File: config.mk
export PLATFORM = sky130hd
export DESIGN_NAME = gradient_line_pixel_generator
export DESIGN_NICKNAME = d
export VERILOG_FILES = /design/src/rtl/glpg_pkg.sv /design/src/rtl/gradient_line_pixel_generator.sv /design/src/rtl/glpg_ctrl.sv /design/src/rtl/glpg_datapath.sv
export VERILOG_INCLUDE_DIRS = /design/src /design/src/rtl
export SDC_FILE = /design/constraint.sdc
export NUM_CORES = 1
export LEC_CHECK = 0
export BUFFER_PORTS_ARGS = -buffer_cell sky130_fd_sc_hd__buf_4
export CORE_MARGIN = 1.5
export CORE_UTILIZATION = 50
export DETAILED_ROUTE_END_ITERATION = 7
export HOLD_SLACK_MARGIN = 0.15
export PLACE_DENSITY_LB_ADDON = 0.05
export SYNTH_ARGS = -nofsm -noshare
export SYNTH_HDL_FRONTEND = slang
export SYNTH_SLANG_ARGS = --single-unit
File: constraint.sdc
create_clock -name clk_i -period 8.4 [get_ports clk_i]
set_clock_uncertainty 0.1 [all_clocks]
set_input_delay 1.68 -clock clk_i [delete_from_list [all_inputs] [get_ports clk_i]]
set_output_delay 1.68 -clock clk_i [all_outputs]
set_load 0.05 [all_outputs]
File: src/rtl/gradient_line_pixel_generator_macros.svh
// Assertion helpers for the gradient line pixel generator.
`ifndef GRADIENT_LINE_PIXEL_GENERATOR_MACROS_SVH
`define GRADIENT_LINE_PIXEL_GENERATOR_MACROS_SVH

`ifndef SYNTHESIS
`define GLPG_ASSERT_SAME(label, clk, rst_n, ante, cons) \
  label: assert property (@(posedge clk) disable iff (!rst_n) (ante) |-> (cons)) \
    else $error("same-cycle check failed");
`define GLPG_ASSERT_NEXT(label, clk, rst_n, ante, cons) \
  label: assert property (@(posedge clk) disable iff (!rst_n) (ante) |=> (cons)) \
    else $error("next-cycle check failed");
`else
`define GLPG_ASSERT_SAME(label, clk, rst_n, ante, cons)
`define GLPG_ASSERT_NEXT(label, clk, rst_n, ante, cons)
`endif

`endif

File: src/rtl/glpg_pkg.sv
`timescale 1ns / 1ps
package glpg_pkg;

  localparam int COORD_BITS_DEF   = 10;
  localparam int CHANNEL_BITS_DEF = 8;
  localparam int NUM_CHANNELS     = 3;

  localparam logic REQ_START   = 1'b0;
  localparam logic REQ_ADVANCE = 1'b1;

  typedef enum logic [1:0] {
    ST_IDLE,
    ST_DIV,
    ST_FIX
  } ctrl_state_e;

  typedef struct packed {
    logic start;
    logic adv;
    logic div_step;
    logic div_fix;
  } dp_cmd_t;

  typedef struct packed {
    logic line_active;
  } dp_status_t;

endpackage

File: src/rtl/gradient_line_pixel_generator.sv
// A pixel beat is registered and appears in the cycle after its request beat is accepted.
// Throughput: advance requests run at one per cycle while no pending pixel beat
// is held by an output stall. After a start the input stalls while the
// per-channel colour step is divided by the line length, one quotient bit per cycle.
// Reset (async, active low): no line active, no pixel beat pending.
`timescale 1ns / 1ps
`include "gradient_line_pixel_generator_macros.svh"
module gradient_line_pixel_generator import glpg_pkg::*; #(
  parameter int COORD_BITS   = COORD_BITS_DEF,
  parameter int CHANNEL_BITS = CHANNEL_BITS_DEF
) (
  input  logic                    clk_i,
  input  logic                    rst_ni,
  input  logic                    in_valid_i,
  output logic                    in_stall_o,
  input  logic                    req_type_i,
  input  logic [COORD_BITS-1:0]   start_x_i,
  input  logic [COORD_BITS-1:0]   start_y_i,
  input  logic [COORD_BITS-1:0]   end_x_i,
  input  logic [COORD_BITS-1:0]   end_y_i,
  input  logic [CHANNEL_BITS-1:0] start_red_i,
  input  logic [CHANNEL_BITS-1:0] start_green_i,
  input  logic [CHANNEL_BITS-1:0] start_blue_i,
  input  logic [CHANNEL_BITS-1:0] end_red_i,
  input  logic [CHANNEL_BITS-1:0] end_green_i,
  input  logic [CHANNEL_BITS-1:0] end_blue_i,
  output logic                    out_valid_o,
  input  logic                    out_stall_i,
  output logic [COORD_BITS-1:0]   pixel_x_o,
  output logic [COORD_BITS-1:0]   pixel_y_o,
  output logic [CHANNEL_BITS-1:0] pixel_red_o,
  output logic [CHANNEL_BITS-1:0] pixel_green_o,
  output logic [CHANNEL_BITS-1:0] pixel_blue_o,
  output logic                    last_pixel_o
);

  dp_cmd_t                                  cmd;
  dp_status_t                               status;
  logic [NUM_CHANNELS-1:0][CHANNEL_BITS-1:0] start_colour, end_colour, pixel_colour;

  assign start_colour = {start_blue_i, start_green_i, start_red_i};
  assign end_colour   = {end_blue_i, end_green_i, end_red_i};

  glpg_ctrl #(
    .CHANNEL_BITS(CHANNEL_BITS)
  ) u_ctrl (
    .clk_i       (clk_i),
    .rst_ni      (rst_ni),
    .in_valid_i  (in_valid_i),
    .in_stall_o  (in_stall_o),
    .req_type_i  (req_type_i),
    .out_valid_o (out_valid_o),
    .out_stall_i (out_stall_i),
    .status_i    (status),
    .cmd_o       (cmd)
  );

  glpg_datapath #(
    .COORD_BITS  (COORD_BITS),
    .CHANNEL_BITS(CHANNEL_BITS)
  ) u_datapath (
    .clk_i          (clk_i),
    .rst_ni         (rst_ni),
    .cmd_i          (cmd),
    .status_o       (status),
    .start_x_i      (start_x_i),
    .start_y_i      (start_y_i),
    .end_x_i        (end_x_i),
    .end_y_i        (end_y_i),
    .start_colour_i (start_colour),
    .end_colour_i   (end_colour),
    .pixel_x_o      (pixel_x_o),
    .pixel_y_o      (pixel_y_o),
    .pixel_colour_o (pixel_colour),
    .last_pixel_o   (last_pixel_o)
  );

  assign pixel_red_o   = pixel_colour[0];
  assign pixel_green_o = pixel_colour[1];
  assign pixel_blue_o  = pixel_colour[2];

  `GLPG_ASSERT_NEXT(a_start_emits, clk_i, rst_ni, cmd.start, out_valid_o)
  `GLPG_ASSERT_SAME(a_div_stalls, clk_i, rst_ni, cmd.div_step || cmd.div_fix, in_stall_o)
  `GLPG_ASSERT_SAME(a_last_ends_line, clk_i, rst_ni, out_valid_o && last_pixel_o, !status.line_active)

endmodule

File: src/rtl/glpg_ctrl.sv
`timescale 1ns / 1ps
module glpg_ctrl import glpg_pkg::*; #(
  parameter int CHANNEL_BITS = CHANNEL_BITS_DEF
) (
  input  logic       clk_i,
  input  logic       rst_ni,
  input  logic       in_valid_i,
  output logic       in_stall_o,
  input  logic       req_type_i,
  output logic       out_valid_o,
  input  logic       out_stall_i,
  input  dp_status_t status_i,
  output dp_cmd_t    cmd_o
);

  localparam int CNT_W = $clog2(CHANNEL_BITS);

  ctrl_state_e      state_q, state_d;
  logic [CNT_W-1:0] cnt_q, cnt_d;
  logic             out_valid_q, out_valid_d;
  logic             accept;

  always_comb begin
    state_d = state_q;
    cnt_d   = '0;
    case (state_q)
      ST_IDLE: begin
        if (cmd_o.start) begin
          state_d = ST_DIV;
        end
      end
      ST_DIV: begin
        cnt_d = cnt_q + 1'b1;
        if (cnt_q == CNT_W'(CHANNEL_BITS - 1)) begin
          state_d = ST_FIX;
          cnt_d   = '0;
        end
      end
      ST_FIX: begin
        state_d = ST_IDLE;
      end
      default: begin
        state_d = ST_IDLE;
      end
    endcase
  end

  always_comb begin
    in_stall_o      = (state_q != ST_IDLE) || (out_valid_q && out_stall_i);
    accept          = in_valid_i && !in_stall_o;
    cmd_o.start     = accept && (req_type_i == REQ_START);
    cmd_o.adv       = accept && (req_type_i == REQ_ADVANCE) && status_i.line_active;
    cmd_o.div_step  = (state_q == ST_DIV);
    cmd_o.div_fix   = (state_q == ST_FIX);
    if (cmd_o.start || cmd_o.adv) begin
      out_valid_d = 1'b1;
    end else if (!out_stall_i) begin
      out_valid_d = 1'b0;
    end else begin
      out_valid_d = out_valid_q;
    end
  end

  always_ff @(posedge clk_i or negedge rst_ni) begin
    if (!rst_ni) begin
      state_q     <= ST_IDLE;
      cnt_q       <= '0;
      out_valid_q <= 1'b0;
    end else begin
      state_q     <= state_d;
      cnt_q       <= cnt_d;
      out_valid_q <= out_valid_d;
    end
  end

  assign out_valid_o = out_valid_q;

endmodule

File: src/rtl/glpg_datapath.sv
`timescale 1ns / 1ps
module glpg_datapath import glpg_pkg::*; #(
  parameter int COORD_BITS   = COORD_BITS_DEF,
  parameter int CHANNEL_BITS = CHANNEL_BITS_DEF
) (
  input  logic                                       clk_i,
  input  logic                                       rst_ni,
  input  dp_cmd_t                                    cmd_i,
  output dp_status_t                                 status_o,
  input  logic [COORD_BITS-1:0]                      start_x_i,
  input  logic [COORD_BITS-1:0]                      start_y_i,
  input  logic [COORD_BITS-1:0]                      end_x_i,
  input  logic [COORD_BITS-1:0]                      end_y_i,
  input  logic [NUM_CHANNELS-1:0][CHANNEL_BITS-1:0]  start_colour_i,
  input  logic [NUM_CHANNELS-1:0][CHANNEL_BITS-1:0]  end_colour_i,
  output logic [COORD_BITS-1:0]                      pixel_x_o,
  output logic [COORD_BITS-1:0]                      pixel_y_o,
  output logic [NUM_CHANNELS-1:0][CHANNEL_BITS-1:0]  pixel_colour_o,
  output logic                                       last_pixel_o
);

  localparam int CW  = COORD_BITS;
  localparam int KW  = CHANNEL_BITS;
  localparam int EW  = CW + 2;
  localparam int E2W = CW + 3;
  localparam int DQW = KW + 1;
  localparam int QSW = KW + 2;

  // line state
  logic                  line_active_q;
  logic [CW-1:0]         cur_col_q, cur_row_q;
  logic [CW-1:0]         span_x_q, span_y_q;
  logic                  dir_x_neg_q, dir_y_neg_q;
  logic signed [EW-1:0]  err_q;
  logic [CW-1:0]         idx_q, len_q;

  // per-channel colour stepping and division
  logic [KW-1:0]         q_q       [NUM_CHANNELS];
  logic [CW-1:0]         r_q       [NUM_CHANNELS];
  logic signed [DQW-1:0] dq_q      [NUM_CHANNELS];
  logic [CW-1:0]         dr_q      [NUM_CHANNELS];
  logic                  neg_q     [NUM_CHANNELS];
  logic [KW-1:0]         div_num_q [NUM_CHANNELS];
  logic [CW-1:0]         div_rem_q [NUM_CHANNELS];
  logic [KW-1:0]         div_quo_q [NUM_CHANNELS];

  // output beat
  logic [CW-1:0]                     pix_x_q, pix_y_q;
  logic [NUM_CHANNELS-1:0][KW-1:0]   pix_col_q;
  logic                              last_q;

  // start decode
  logic [CW-1:0] sx_s, sy_s, len_s;
  logic          dxn_s, dyn_s;

  // advance step
  logic signed [E2W-1:0] e2_s, sx_e2, sy_e2;
  logic signed [EW-1:0]  sx_e, sy_e, err_nxt;
  logic                  step_x, step_y;
  logic [CW-1:0]         col_nxt, row_nxt, idx_nxt;
  logic                  last_nxt;

  logic [CW:0]           r_sum   [NUM_CHANNELS];
  logic [CW:0]           r_sub   [NUM_CHANNELS];
  logic                  carry   [NUM_CHANNELS];
  logic [CW-1:0]         r_nxt   [NUM_CHANNELS];
  logic signed [QSW-1:0] q_sum   [NUM_CHANNELS];
  logic [KW-1:0]         q_nxt   [NUM_CHANNELS];

  logic [KW-1:0]         mag_s   [NUM_CHANNELS];
  logic                  neg_s   [NUM_CHANNELS];
  logic [CW:0]           trial   [NUM_CHANNELS];
  logic [CW:0]           diff    [NUM_CHANNELS];
  logic                  ge      [NUM_CHANNELS];
  logic [CW-1:0]         rem_nxt [NUM_CHANNELS];
  logic signed [DQW-1:0] quo_ext [NUM_CHANNELS];
  logic signed [DQW-1:0] dq_fix  [NUM_CHANNELS];
  logic [CW-1:0]         dr_fix  [NUM_CHANNELS];

  always_comb begin
    sx_s  = (end_x_i >= start_x_i) ? end_x_i - start_x_i : start_x_i - end_x_i;
    sy_s  = (end_y_i >= start_y_i) ? end_y_i - start_y_i : start_y_i - end_y_i;
    len_s = (sx_s > sy_s) ? sx_s : sy_s;
    dxn_s = !(start_x_i < end_x_i);
    dyn_s = !(start_y_i < end_y_i);
  end

  always_comb begin
    e2_s   = $signed({err_q, 1'b0});
    sx_e2  = $signed({3'b000, span_x_q});
    sy_e2  = $signed({3'b000, span_y_q});
    sx_e   = $signed({2'b00, span_x_q});
    sy_e   = $signed({2'b00, span_y_q});
    step_x = (e2_s > -sy_e2);
    step_y = (e2_s < sx_e2);
    err_nxt = err_q;
    col_nxt = cur_col_q;
    row_nxt = cur_row_q;
    if (step_x) begin
      err_nxt = err_nxt - sy_e;
      col_nxt = dir_x_neg_q ? cur_col_q - 1'b1 : cur_col_q + 1'b1;
    end
    if (step_y) begin
      err_nxt = err_nxt + sx_e;
      row_nxt = dir_y_neg_q ? cur_row_q - 1'b1 : cur_row_q + 1'b1;
    end
    idx_nxt  = idx_q + 1'b1;
    last_nxt = (idx_nxt >= len_q);
  end

  always_comb begin
    for (int k = 0; k < NUM_CHANNELS; k++) begin
      r_sum[k] = {1'b0, r_q[k]} + {1'b0, dr_q[k]};
      r_sub[k] = r_sum[k] - {1'b0, len_q};
      carry[k] = (r_sum[k] >= {1'b0, len_q});
      r_nxt[k] = carry[k] ? r_sub[k][CW-1:0] : r_sum[k][CW-1:0];
      q_sum[k] = $signed({2'b00, q_q[k]}) + $signed({dq_q[k][DQW-1], dq_q[k]})
               + $signed({{(QSW-1){1'b0}}, carry[k]});
      q_nxt[k] = q_sum[k][KW-1:0];

      neg_s[k] = (end_colour_i[k] < start_colour_i[k]);
      mag_s[k] = neg_s[k] ? start_colour_i[k] - end_colour_i[k]
                          : end_colour_i[k] - start_colour_i[k];

      trial[k]   = {div_rem_q[k], div_num_q[k][KW-1]};
      diff[k]    = trial[k] - {1'b0, len_q};
      ge[k]      = (trial[k] >= {1'b0, len_q});
      rem_nxt[k] = ge[k] ? diff[k][CW-1:0] : trial[k][CW-1:0];

      quo_ext[k] = $signed({1'b0, div_quo_q[k]});
      if (!neg_q[k]) begin
        dq_fix[k] = quo_ext[k];
        dr_fix[k] = div_rem_q[k];
      end else if (div_rem_q[k] == '0) begin
        dq_fix[k] = -quo_ext[k];
        dr_fix[k] = '0;
      end else begin
        dq_fix[k] = ~quo_ext[k];
        dr_fix[k] = len_q - div_rem_q[k];
      end
    end
  end

  always_ff @(posedge clk_i or negedge rst_ni) begin
    if (!rst_ni) begin
      line_active_q <= 1'b0;
    end else if (cmd_i.start) begin
      line_active_q <= (len_s != '0);
    end else if (cmd_i.adv) begin
      line_active_q <= !last_nxt;
    end
  end

  always_ff @(posedge clk_i) begin
    if (cmd_i.start) begin
      cur_col_q   <= start_x_i;
      cur_row_q   <= start_y_i;
      span_x_q    <= sx_s;
      span_y_q    <= sy_s;
      dir_x_neg_q <= dxn_s;
      dir_y_neg_q <= dyn_s;
      err_q       <= $signed({2'b00, sx_s}) - $signed({2'b00, sy_s});
      idx_q       <= '0;
      len_q       <= len_s;
      pix_x_q     <= start_x_i;
      pix_y_q     <= start_y_i;
      last_q      <= (len_s == '0);
    end else if (cmd_i.adv) begin
      cur_col_q <= col_nxt;
      cur_row_q <= row_nxt;
      err_q     <= err_nxt;
      idx_q     <= idx_nxt;
      pix_x_q   <= col_nxt;
      pix_y_q   <= row_nxt;
      last_q    <= last_nxt;
    end
    for (int k = 0; k < NUM_CHANNELS; k++) begin
      if (cmd_i.start) begin
        q_q[k]       <= start_colour_i[k];
        r_q[k]       <= '0;
        neg_q[k]     <= neg_s[k];
        div_num_q[k] <= mag_s[k];
        div_rem_q[k] <= '0;
        div_quo_q[k] <= '0;
        pix_col_q[k] <= start_colour_i[k];
      end else if (cmd_i.div_step) begin
        div_num_q[k] <= {div_num_q[k][KW-2:0], 1'b0};
        div_rem_q[k] <= rem_nxt[k];
        div_quo_q[k] <= {div_quo_q[k][KW-2:0], ge[k]};
      end else if (cmd_i.div_fix) begin
        dq_q[k] <= dq_fix[k];
        dr_q[k] <= dr_fix[k];
      end else if (cmd_i.adv) begin
        q_q[k]       <= q_nxt[k];
        r_q[k]       <= r_nxt[k];
        pix_col_q[k] <= q_nxt[k];
      end
    end
  end

  assign status_o.line_active = line_active_q;
  assign pixel_x_o            = pix_x_q;
  assign pixel_y_o            = pix_y_q;
  assign pixel_colour_o       = pix_col_q;
  assign last_pixel_o         = last_q;

endmodule
==> impl_metrics.tcl, run 1 <==
set metrics [dict create \
    status "finished, final reports clean" \
    avgViaCountPerCell 5.800 \
    syn-instance-count 2700 \
    end_kind "flop" \
    async_reset_ff_frac 0.02373 \
    core_um2 50070 \
    hp-start "u_ctrl.cnt_q[0]$_DFF_PN0_" \
    antenna_found_initial 0 \
    placed_cells 3458 \
    hpwl_um 51860 \
    clock_sinks 295 \
    cts.htree.levels 2 \
    die_h_um 228.0 \
    dr_total_vias 20458 \
    tightest_slew_ns 1.160 \
    p_clk_frac 0.168 \
    clk_latency_ns 0.57 \
    cp.required_ns 8.74 \
    ys_warn_count 0 \
    hold_path.class "flop to flop" \
    synth-edff-count 277 \
    rrSetupSlack_ns 2.14 \
    whs_endpoint "u_ctrl.cnt_q[0]$_DFF_PN0_" \
    fp-row-count 82 \
    ir_drop_mv 0.2070 \
    p_leak_nw 12.34 \
    post-cts-setup-buffers 0 \
    power_frac_comb 0.553 \
    hold_viol_final 0 \
    area_growth_pct 11.65 \
    synth_area_um2 25310 \
    sw_frac_of_total 0.4363 \
    hold_buffers 0 \
    pin_count 140 \
    wl_um 68860 \
    start_util 0.5055 \
    worstSetupPathType "primary input to flop" \
    maxSlewHeadroom 0.2225 \
    fin_nets 3261 \
    syn_area_per_cell_um2 9.374 \
    timing.setup.tns_ns 0 \
    path_max_fanout 19 \
    seqPwrFrac 0.279 \
    yosysSeqAreaShare 0.3443 \
    ys_seq_elements 295 \
    grt_use_total 0.2614 \
    pre_cts_ws_ns 1.390 \
    die_x_um 228.0 \
    p_int_mw 5.260 \
    grt_pass1_wl_um 109000 \
    r2r_cells 24 \
    clkSlewWorstSetupHoldPaths_ns 0.06 \
    grt_max_degree 78 \
    critical_path_arrival_ns 6.84 \
    drc 0 \
    drtIter0Drc 1254 \
    syn-num-nets 3135 \
    grt_pass1_vias 20313 \
    final_common_cell "inv_1" \
    diodes 0 \
    cts_tree "done" \
    yosys_most_used_dff "edfxtp_1" \
    place_congestion 0.8679 \
    cts-root-buf "clkbuf_16" \
    synth_cell_types 87 \
    p_sw_mw 4.070 \
    rr_endpoint "u_datapath.q_q[2][7]$_DFFE_PP_" \
    cts_buffer_depth 3 \
    grt_overflow 0 \
    pwr_density_cell_nw_per_um2 330.2 \
    filler_cell_count 4612 \
    finalNonFillerCells 3527 \
    cts_buffers 38 \
    drive_gt1_frac 0.1019 \
    post_cts_resized 0 \
    r2r_start "u_datapath.dr_q[0][20]$_DFFE_PP_" \
    maxSlewViolCount 0 \
    hold_path_depth 1 \
    fmax_mhz 153.8 \
    crit_path_start_kind "primary input" \
    antenna_left 0 \
    rsz0062_at_grt "no" \
    final_cell_mix "inv_1 (325), ha_1 (307), edfxtp_1 (277)" \
    fin_crit_ns 6.503 \
    finalSetupViolCount 0 \
    route.detailed.wl_per_inst_um 19.52 \
    port_buffers 139 \
    maxCapViolations 0 \
    fin_ws_ns 1.897 \
    drt_pre_antenna_iters 5 \
    fin_crit_sh 0.7742 \
    multi_input_area_um2 15090 \
    seq_area_um2 8713 \
    dieArea_um2 51980 \
]
stage by stage:
| stage | utilization | total power, mW | hold slack [ns] | area, µm² |
|---|---|---|---|---|
| 4_1_cts | 0.5644 | 9.355 | 0.3644 | 28260 |
| 6_report | 0.5644 | 9.330 | 0.3544 | 28260 |
| 5_1_grt | 0.5644 | 10.05 | 0.3855 | 28260 |
| 3_3_place_gp | 0.5409 | 7.585 | 0.3212 | 27080 |
| 3_5_place_dp | 0.5409 | 7.731 | 0.3551 | 27080 |
| 2_1_floorplan | - | 6.400 | 0.3099 | 25310 |
cells in the mapped netlist, drive strengths merged, types with 30 or more instances:
cell type,number,area share
a21boi,31,0.0092
a21o,47,0.014
a21oi,195,0.039
clkbuf,54,0.0081
edfxtp,277,0.33
fa,33,0.026
ha,309,0.15
inv,329,0.049
mux2,32,0.014
mux2i,75,0.030
nand2,189,0.028
nand3,69,0.014
nor2,141,0.021
nor2b,49,0.012
nor3,30,0.0059
o21a,30,0.0089
o21ai,211,0.042
or3,33,0.0082
xnor2,119,0.041
xor2,50,0.018
cell families (layout without fill, tap and decap cells):
group | Yosys count | after routing | share of synthesized area
compound gates | 730 | 730 | 0.1853
xor+xnor | 169 | 169 | 0.05907
fa+ha+maj | 342 | 342 | 0.1789
buf+inv | 401 | 556 | 0.06100
flops | 295 | 295 | 0.3443
mux | 107 | 107 | 0.04390
simple gates | 656 | 656 | 0.1276
state kept, by name, summed over array words and instances (netlist names), 12 cells and up:
signal,cells
u_datapath.dr_q,30
u_datapath.div_quo_q,24
u_datapath.div_rem_q,30
u_datapath.err_q,12
u_datapath.div_num_q,24
u_datapath.pixel_colour_o,24
u_datapath.dq_q,24
u_datapath.q_q,24
u_datapath.r_q,30
how the worst max path moves through the flow:
stage / from / endpoint / depth (start not counted)
after floorplan: end_x_i[0] / u_datapath.status_o$_DFFE_PN0P_ / 21
after global placement: end_x_i[0] / u_datapath.status_o$_DFFE_PN0P_ / 21
after detailed placement: end_x_i[0] / u_datapath.status_o$_DFFE_PN0P_ / 21
after CTS: end_x_i[0] / u_datapath.status_o$_DFFE_PN0P_ / 21
after global routing: end_x_i[0] / u_datapath.status_o$_DFFE_PN0P_ / 21
final: end_x_i[0] / u_datapath.status_o$_DFFE_PN0P_ / 21
layer usage:
layer  vias up  GRT usage  share of wire
met5         -          0              0
met3       100    0.02463          0.041
met4         0    0.08216          0.028
met1      9877     0.3511           0.45
met2       457     0.4453           0.48
li1      10024          -              -
layout make-up:
class	count	share of cell area
clock buffers	47	0.03485
multi-input cells	2004	0.5342
well taps	672	0.02975
clock inverters	22	0.006730
repair buffers	158	0.04242
flip-flops and latches	295	0.3083
inverters	329	0.04375
power by group through the flow:
stage          logic, mW  registers, mW  clock network [mW]
2_1_floorplan       3.71           2.69                   0
3_3_place_gp        4.97           2.62                   0
3_5_place_dp        5.11           2.63                   0
4_1_cts             5.15           2.60                1.61
5_1_grt             5.75           2.65                1.66
6_report            5.16           2.60                1.56
critical path: stages:
cell and delay, ns:
buf_4 0.11, inv_1 0.04, ha_1 0.17, inv_1 0.06, fa_1 0.43, a21o_1 0.22, a211o_1 0.33, a22oi_4 0.45
mux2i_1 0.30, xnor2_1 0.22, inv_1 0.11, ha_1 0.35, nand2_1 0.08, o21bai_1 0.15, a21boi_0 0.29, o32ai_1 0.20
o21ai_2 0.75, mux2i_1 0.23, nor4_1 0.31, nand4b_1 0.18, o221a_2 0.16
No activity file was read; power rests on OpenSTA's default activity.
==> run 2, diff against run 1 <==
==> constraint.sdc (replaced) <==
create_clock -name clk_i -period 6.5 [get_ports clk_i]
set_clock_uncertainty 0.1 [all_clocks]
set_input_delay 1.3 -clock clk_i [delete_from_list [all_inputs] [get_ports clk_i]]
set_output_delay 1.3 -clock clk_i [all_outputs]
set_load 0.05 [all_outputs]
==> run 2 against run 1 <==
Flip-flop and latch count stayed put. Clock power rose by 29%. Via count hardly changed. Sequential power grew 28%. Power rose by 29%. Core utilization up 0.18 points. Setup slack got worse by 1.5 ns. Sequential share of layout area decreased by 0.095 points. Final area up 0.31%. First-iteration DRC count decreased by 0.64%. Critical endpoint is now u_datapath.err_q[11]$_DFFE_PP_. Largest cell class unchanged.
==> impl_metrics.tcl, run 2 (synthesis gave the netlist of run 1 again) <==
set metrics [dict create \
    clk_latency_ns 0.56 \
    hold_buffers 0 \
    post_cts_resized 0 \
    worstSetupPathType "flop to flop" \
    largest_registers "u_datapath.div_rem_q (30), u_datapath.dr_q (30), u_datapath.r_q (30)" \
    pin_count 140 \
    multi_input_area_um2 15090 \
    hpwl_um 51380 \
    port_buffers 139 \
    pre_cts_ws_ns 0.2235 \
    maxCapViolations 0 \
    path_max_fanout 5 \
    die_x_um 228.0 \
    filler_cell_count 4585 \
    cts-root-buf "clkbuf_16" \
    grt_use_total 0.2571 \
    critical_path_arrival_ns 6.25 \
    finalSetupViolCount 0 \
    dr_total_vias 20464 \
    clock_sinks 295 \
    maxSlewViolCount 0 \
    antenna_found_initial 1 \
    place_congestion 0.8880 \
    grt_overflow 0 \
    drc 0 \
    post-cts-setup-buffers 0 \
    grt_max_degree 71 \
    cts.htree.levels 2 \
    status "finished, final reports clean" \
    core_um2 50070 \
    start_util 0.5055 \
    placed_cell_area_um2 27190 \
    cts_tree "done" \
    p_leak_nw 12.40 \
    ir_drop_mv 0.3073 \
    maxSlewHeadroom 0.09975 \
    seq_area_um2 8713 \
    hold_path.class "flop to flop" \
    drtIter0Drc 1246 \
    timing.hold.ws_ns 0.3361 \
    route.detailed.wl_per_inst_um 19.07 \
    fmax_mhz 165.0 \
    crit_path_start_kind "flop" \
    final_cell_mix "inv_1 (325), ha_1 (307), edfxtp_1 (277)" \
    tightest_slew_ns 1.345 \
    final_area_um2 28350 \
    die_h_um 228.0 \
    antenna_left 0 \
    final_common_cell "inv_1" \
    drt_pre_antenna_iters 5 \
    end_kind "flop" \
    hold_viol_final 0 \
    pwr_density_cell_nw_per_um2 424.0 \
    rsz0062_at_grt "no" \
    avgViaCountPerCell 5.782 \
    grt_pass1_wl_um 108000 \
    fp-row-count 82 \
    drive_gt1_frac 0.1053 \
    cts_buffer_depth 3 \
    fin_crit_sh 0.9323 \
    fin_crit_ns 6.060 \
    cts_buffers 38 \
    wl_um 67500 \
    grt_pass1_vias 20481 \
    fin_nets 3275 \
    clkSlewWorstSetupHoldPaths_ns 0.05 \
    fin_ws_ns 0.4401 \
    diodes 0 \
    cp.required_ns 6.69 \
    timing.setup.tns_ns 0 \
    dieArea_um2 51980 \
    area_growth_pct 11.99 \
    p_total_mw 12.02 \
]
[run 2: power by group]
part / internal (mW) / total [mW] / switching [mW]
registers: 2.92 / 3.34 / 0.425
logic: 2.73 / 6.67 / 3.94
clock network: 1.16 / 2.01 / 0.853
total: 6.80 / 12.0 / 5.21
[run 2: final cells by class]
class / instances / area share
inverter: 329 / 0.04361
clock buffer: 43 / 0.03421
sequential: 295 / 0.3074
clock inverter: 24 / 0.006621
multi-input combinational: 2004 / 0.5325
timing repair buffer: 172 / 0.04599
tap: 672 / 0.02966
[run 2: metrics by stage]
stage | utilization | instances
floorplan | - | 2700
global placement | 0.5430 | 3472
detailed placement | 0.5430 | 3472
CTS | 0.5661 | 3539
global route | 0.5661 | 3539
finish | 0.5661 | 3539
[run 2: path summary, 6_finish.rpt]
check                                                  from                        endpoint  slack, ns  depth (start not counted)
min reg2reg                       u_ctrl.cnt_q[0]$_DFF_PN0_       u_ctrl.cnt_q[0]$_DFF_PN0_       0.34                          1
max reg2reg                u_datapath.span_y_q[2]$_DFFE_PP_  u_datapath.err_q[11]$_DFFE_PP_       0.44                         21
max                        u_datapath.span_y_q[2]$_DFFE_PP_  u_datapath.err_q[11]$_DFFE_PP_       0.44                         21
max in group asynchronous                            rst_ni  u_ctrl.out_valid_o$_DFFE_PN0P_       5.67                          1
min in group asynchronous                            rst_ni   u_ctrl.state_q[1]$_DFFE_PN0P_       0.47                          1
min                               u_ctrl.cnt_q[0]$_DFF_PN0_       u_ctrl.cnt_q[0]$_DFF_PN0_       0.34                          1
[run 2: per-layer routing]
metal | track usage | up-vias | routed length (µm)
met2 | 0.4385 | 484 | 32080
met3 | 0.03175 | 82 | 3107
met5 | 0 | - | 12
met4 | 0.06540 | 2 | 1297
li1 | - | 10041 | -
met1 | 0.3461 | 9855 | 31000
[run 2: critical path, stage by stage (launching register included)]
cell	delay, ns
edfxtp_1	0.52
nor4_1	0.36
nand2_1	0.22
o41ai_1	0.27
o21ai_0	0.16
ha_1	0.30
and4_1	0.27
nand3_1	0.10
o21ai_1	0.15
mux2i_1	0.12
a31oi_1	0.39
mux2_2	0.44
ha_1	0.28
a21o_1	0.16
a21oi_1	0.22
o21ai_0	0.19
o41ai_1	0.64
o21ai_0	0.28
and2_1	0.23
o221ai_1	0.21
a211o_1	0.13
o211ai_1	0.07
==> run 3, diff against run 2 <==
--- a/config.mk
+++ b/config.mk
@@ -6,9 +6,12 @@
 export SDC_FILE = /design/constraint.sdc
 export NUM_CORES = 1
 export LEC_CHECK = 0
+export ABC_AREA = 1
 export BUFFER_PORTS_ARGS = -buffer_cell sky130_fd_sc_hd__buf_4
+export CELL_PAD_IN_SITES_DETAIL_PLACEMENT = 0
+export CELL_PAD_IN_SITES_GLOBAL_PLACEMENT = 1
 export CORE_MARGIN = 1.5
-export CORE_UTILIZATION = 50
+export CORE_UTILIZATION = 48
 export DETAILED_ROUTE_END_ITERATION = 7
 export HOLD_SLACK_MARGIN = 0.15
 export PLACE_DENSITY_LB_ADDON = 0.05
==> constraint.sdc (replaced) <==
create_clock -name clk_i -period 6.67 [get_ports clk_i]
set_clock_uncertainty 0.1 [all_clocks]
set_input_delay 1.334 -clock clk_i [delete_from_list [all_inputs] [get_ports clk_i]]
set_output_delay 1.334 -clock clk_i [all_outputs]
set_load 0.05 [all_outputs]
==> run 3 against run 2 <==
First-iteration DRC count is 6.6% higher. Global-route usage decreased by 0.38 points. Largest power group unchanged. Combinational power is 14% higher. Non-clock buffer count decreased by 20. Core utilization shrank 2.2 points. Critical path depth rose by 3. Synthesized cell count up 20%. Register-to-register slack gained 0.85 ns. Via count grew 7.1%. Sequential share of layout area is 0.38 points lower. Clock-buffer cell count grew 9. Power rose by 8.3%. Critical path type unchanged.
==> impl_metrics.tcl, run 3 <==
set metrics [dict create \
    hold_path.class "flop to flop" \
    yosysSeqAreaShare 0.3387 \
    critical-path-max-stage-delay_ns 0.45 \
    grt_max_degree 79 \
    fp-row-count 84 \
    async_reset_ff_frac 0.02373 \
    status "finished, final reports clean" \
    largest_registers "u_datapath.div_rem_q (30), u_datapath.dr_q (30), u_datapath.r_q (30)" \
    grt_use_total 0.2534 \
    fin_crit_ns 5.381 \
    timing.setup.tns_ns 0 \
    pwr_density_cell_nw_per_um2 453.4 \
    worstPathCellList "ha_1 -> a21oi_1 -> o21ai_0 -> a21oi_1 -> o21ai_0 -> xnor2_1 -> inv_1 -> ha_1 -> nand2_1 -> nor2_1 -> nand3_1 -> nand4_1 -> a41o_1 -> nand2_1 -> nand2_1 -> inv_2 -> fa_1 -> fa_1 -> o21ai_0 -> a21oi_1 -> nor2_1 -> nor2_1 -> xor2_1 -> o21ai_0" \
    maxCapViolations 0 \
    synth-edff-count 277 \
    yosysMostFrequentCell "nand2_1" \
    synthTopCellsByArea "edfxtp_1 (32%), ha_1 (15%), nand2_1 (11%)" \
    path_max_fanout 12 \
    ys_top_cells_by_count "nand2_1 (730), inv_1 (507), ha_1 (309), edfxtp_1 (277), a21oi_1 (246)" \
    syn_area_per_cell_um2 7.953 \
    crit_path_start_kind "flop" \
    cts_buffers 37 \
    start_util 0.4876 \
    synth_top_area_frac 0.3233 \
    die_x_um 234.5 \
    critical_path_arrival_ns 5.59 \
    fin_util 0.5440 \
    finalSetupViolCount 0 \
    cts_tree "done" \
    hold_path_depth 1 \
    grt_pass1_vias 21234 \
    yosysTopAreaCell "edfxtp_1" \
    clock_sinks 295 \
    drt_pre_antenna_iters 6 \
    fmax_mhz 185.9 \
    clkSlewWorstSetupHoldPaths_ns 0.06 \
    drtIter0Drc 1328 \
    grt_overflow 0 \
    p_leak_nw 13.78 \
    cp.required_ns 6.87 \
    end_kind "flop" \
    post_cts_resized 0 \
    post-cts-setup-buffers 0 \
    ir_drop_mv 0.2118 \
    hpwl_um 52810 \
    fin_nets 3811 \
    synth_cell_types 60 \
    drc 0 \
    hold_viol_final 0 \
    core_um2 52760 \
    cts-root-buf "clkbuf_16" \
    crit_path_frequent_cell "o21ai_0" \
    route.detailed.wl_per_inst_um 16.90 \
    cts.htree.levels 2 \
    tightest_slew_ns 1.094 \
    place_congestion 0.9122 \
    maxSlewViolCount 0 \
    ys_seq_elements 295 \
    crit_slowest_cell "fa_1" \
    pin_count 140 \
    worstSetupPathType "flop to flop" \
    dr_total_vias 21908 \
    clk_latency_ns 0.57 \
    diodes 0 \
    syn-num-nets 3670 \
    ys_warn_count 0 \
    final_common_cell "nand2_1" \
    syn-instance-count 3235 \
    port_buffers 139 \
    wl_um 69110 \
    r2r_cells 24 \
    cts_buffer_depth 3 \
    area_growth_pct 11.56 \
    synth_area_um2 25730 \
    antenna_left 0 \
    final_cell_mix "nand2_1 (728), inv_1 (507), ha_1 (307)" \
    maxSlewHeadroom 0.2708 \
    grt_pass1_wl_um 110000 \
    fin_crit_sh 0.8067 \
    die_h_um 234.5 \
    antenna_found_initial 0 \
    dieArea_um2 55000 \
    rsz0062_at_grt "no" \
    yosys_most_used_dff "edfxtp_1" \
    drive_gt1_frac 0.08142 \
    hold_buffers 0 \
    avgViaCountPerCell 5.356 \
]
==> run 3: per-layer routing <==
layer  track usage  vias to the layer above  wire length, µm
met5             0                        -                0
met4       0.06270                        0             1482
met3       0.03537                       99             3558
met2        0.4023                      491            30290
met1        0.3629                    10226            33780
li1              -                    11092                -
==> run 3: where the power goes <==
part | switching, mW | total (mW) | leakage [nW] | internal, mW
clock | 0.830 | 1.98 | 0.562 | 1.15
sequential | 0.435 | 3.44 | 2.79 | 3.01
combinational | 4.85 | 7.59 | 10.4 | 2.74
total | 6.12 | 13.0 | 13.8 | 6.89
==> run 3: area by class of cell <==
type                            count  area, µm²
Fill cell                        5053      24060
Multi-Input combinational cell   2370      14880
Sequential cell                   295       8713
Inverter                          520       1952
Timing Repair Buffer              152       1141
Clock buffer                       52       1022
Tap cell                          688      860.8
Clock inverter                     13      133.9
==> run 3: logic make-up after synthesis <==
kind of cell | count (synthesis) | synth area share
fa+ha+maj | 342 | 0.1760
compound gates | 630 | 0.1372
xor+xnor | 188 | 0.06400
flops | 295 | 0.3387
simple gates | 1210 | 0.1999
buf+inv | 570 | 0.08428
==> run 3: per-stage QoR <==
step           hold WS (ns)  total power, mW  cells  area (µm²)  worst slack [ns]
5_1_grt              0.3581            14.20   4090       28700            0.7675
6_report             0.3391            13.01   4090       28700             1.289
4_1_cts              0.3447            13.04   4090       28700             1.367
3_3_place_gp         0.3167            10.87   4025       27540             1.253
3_5_place_dp         0.3375            10.97   4025       27540             1.228
2_1_floorplan        0.3072            9.098   3235       25730             2.132
==> run 3: worst paths after layout <==
path / to / slack, ns / start
worst max register to register: u_datapath.pixel_colour_o[6]$_DFFE_PP_ / 1.29 / u_datapath.r_q[0][1]$_SDFFCE_PN0P_
min in group asynchronous: u_ctrl.out_valid_o$_DFFE_PN0P_ / 0.49 / rst_ni
max in group asynchronous: u_ctrl.state_q[1]$_DFFE_PN0P_ / 5.84 / rst_ni
worst min register to register: u_ctrl.cnt_q[0]$_DFF_PN0_ / 0.34 / u_ctrl.cnt_q[0]$_DFF_PN0_
worst min-delay path: u_ctrl.cnt_q[0]$_DFF_PN0_ / 0.34 / u_ctrl.cnt_q[0]$_DFF_PN0_
worst max-delay path: u_datapath.pixel_colour_o[6]$_DFFE_PP_ / 1.29 / u_datapath.r_q[0][1]$_SDFFCE_PN0P_
==> run 3: worst max-delay path, delay by kind of cell (launching register included) <==
| family | cells | cell delay (ns) |
|---|---|---|
| AOI/OAI and AO/OA | 8 | 1.44 |
| xor gates and xnor gates | 2 | 0.32 |
| adders and majority gates | 4 | 1.53 |
| buffers and inverters | 2 | 0.31 |
| DFF | 1 | 0.41 |
| and+or+nand+nor | 8 | 1.00 |
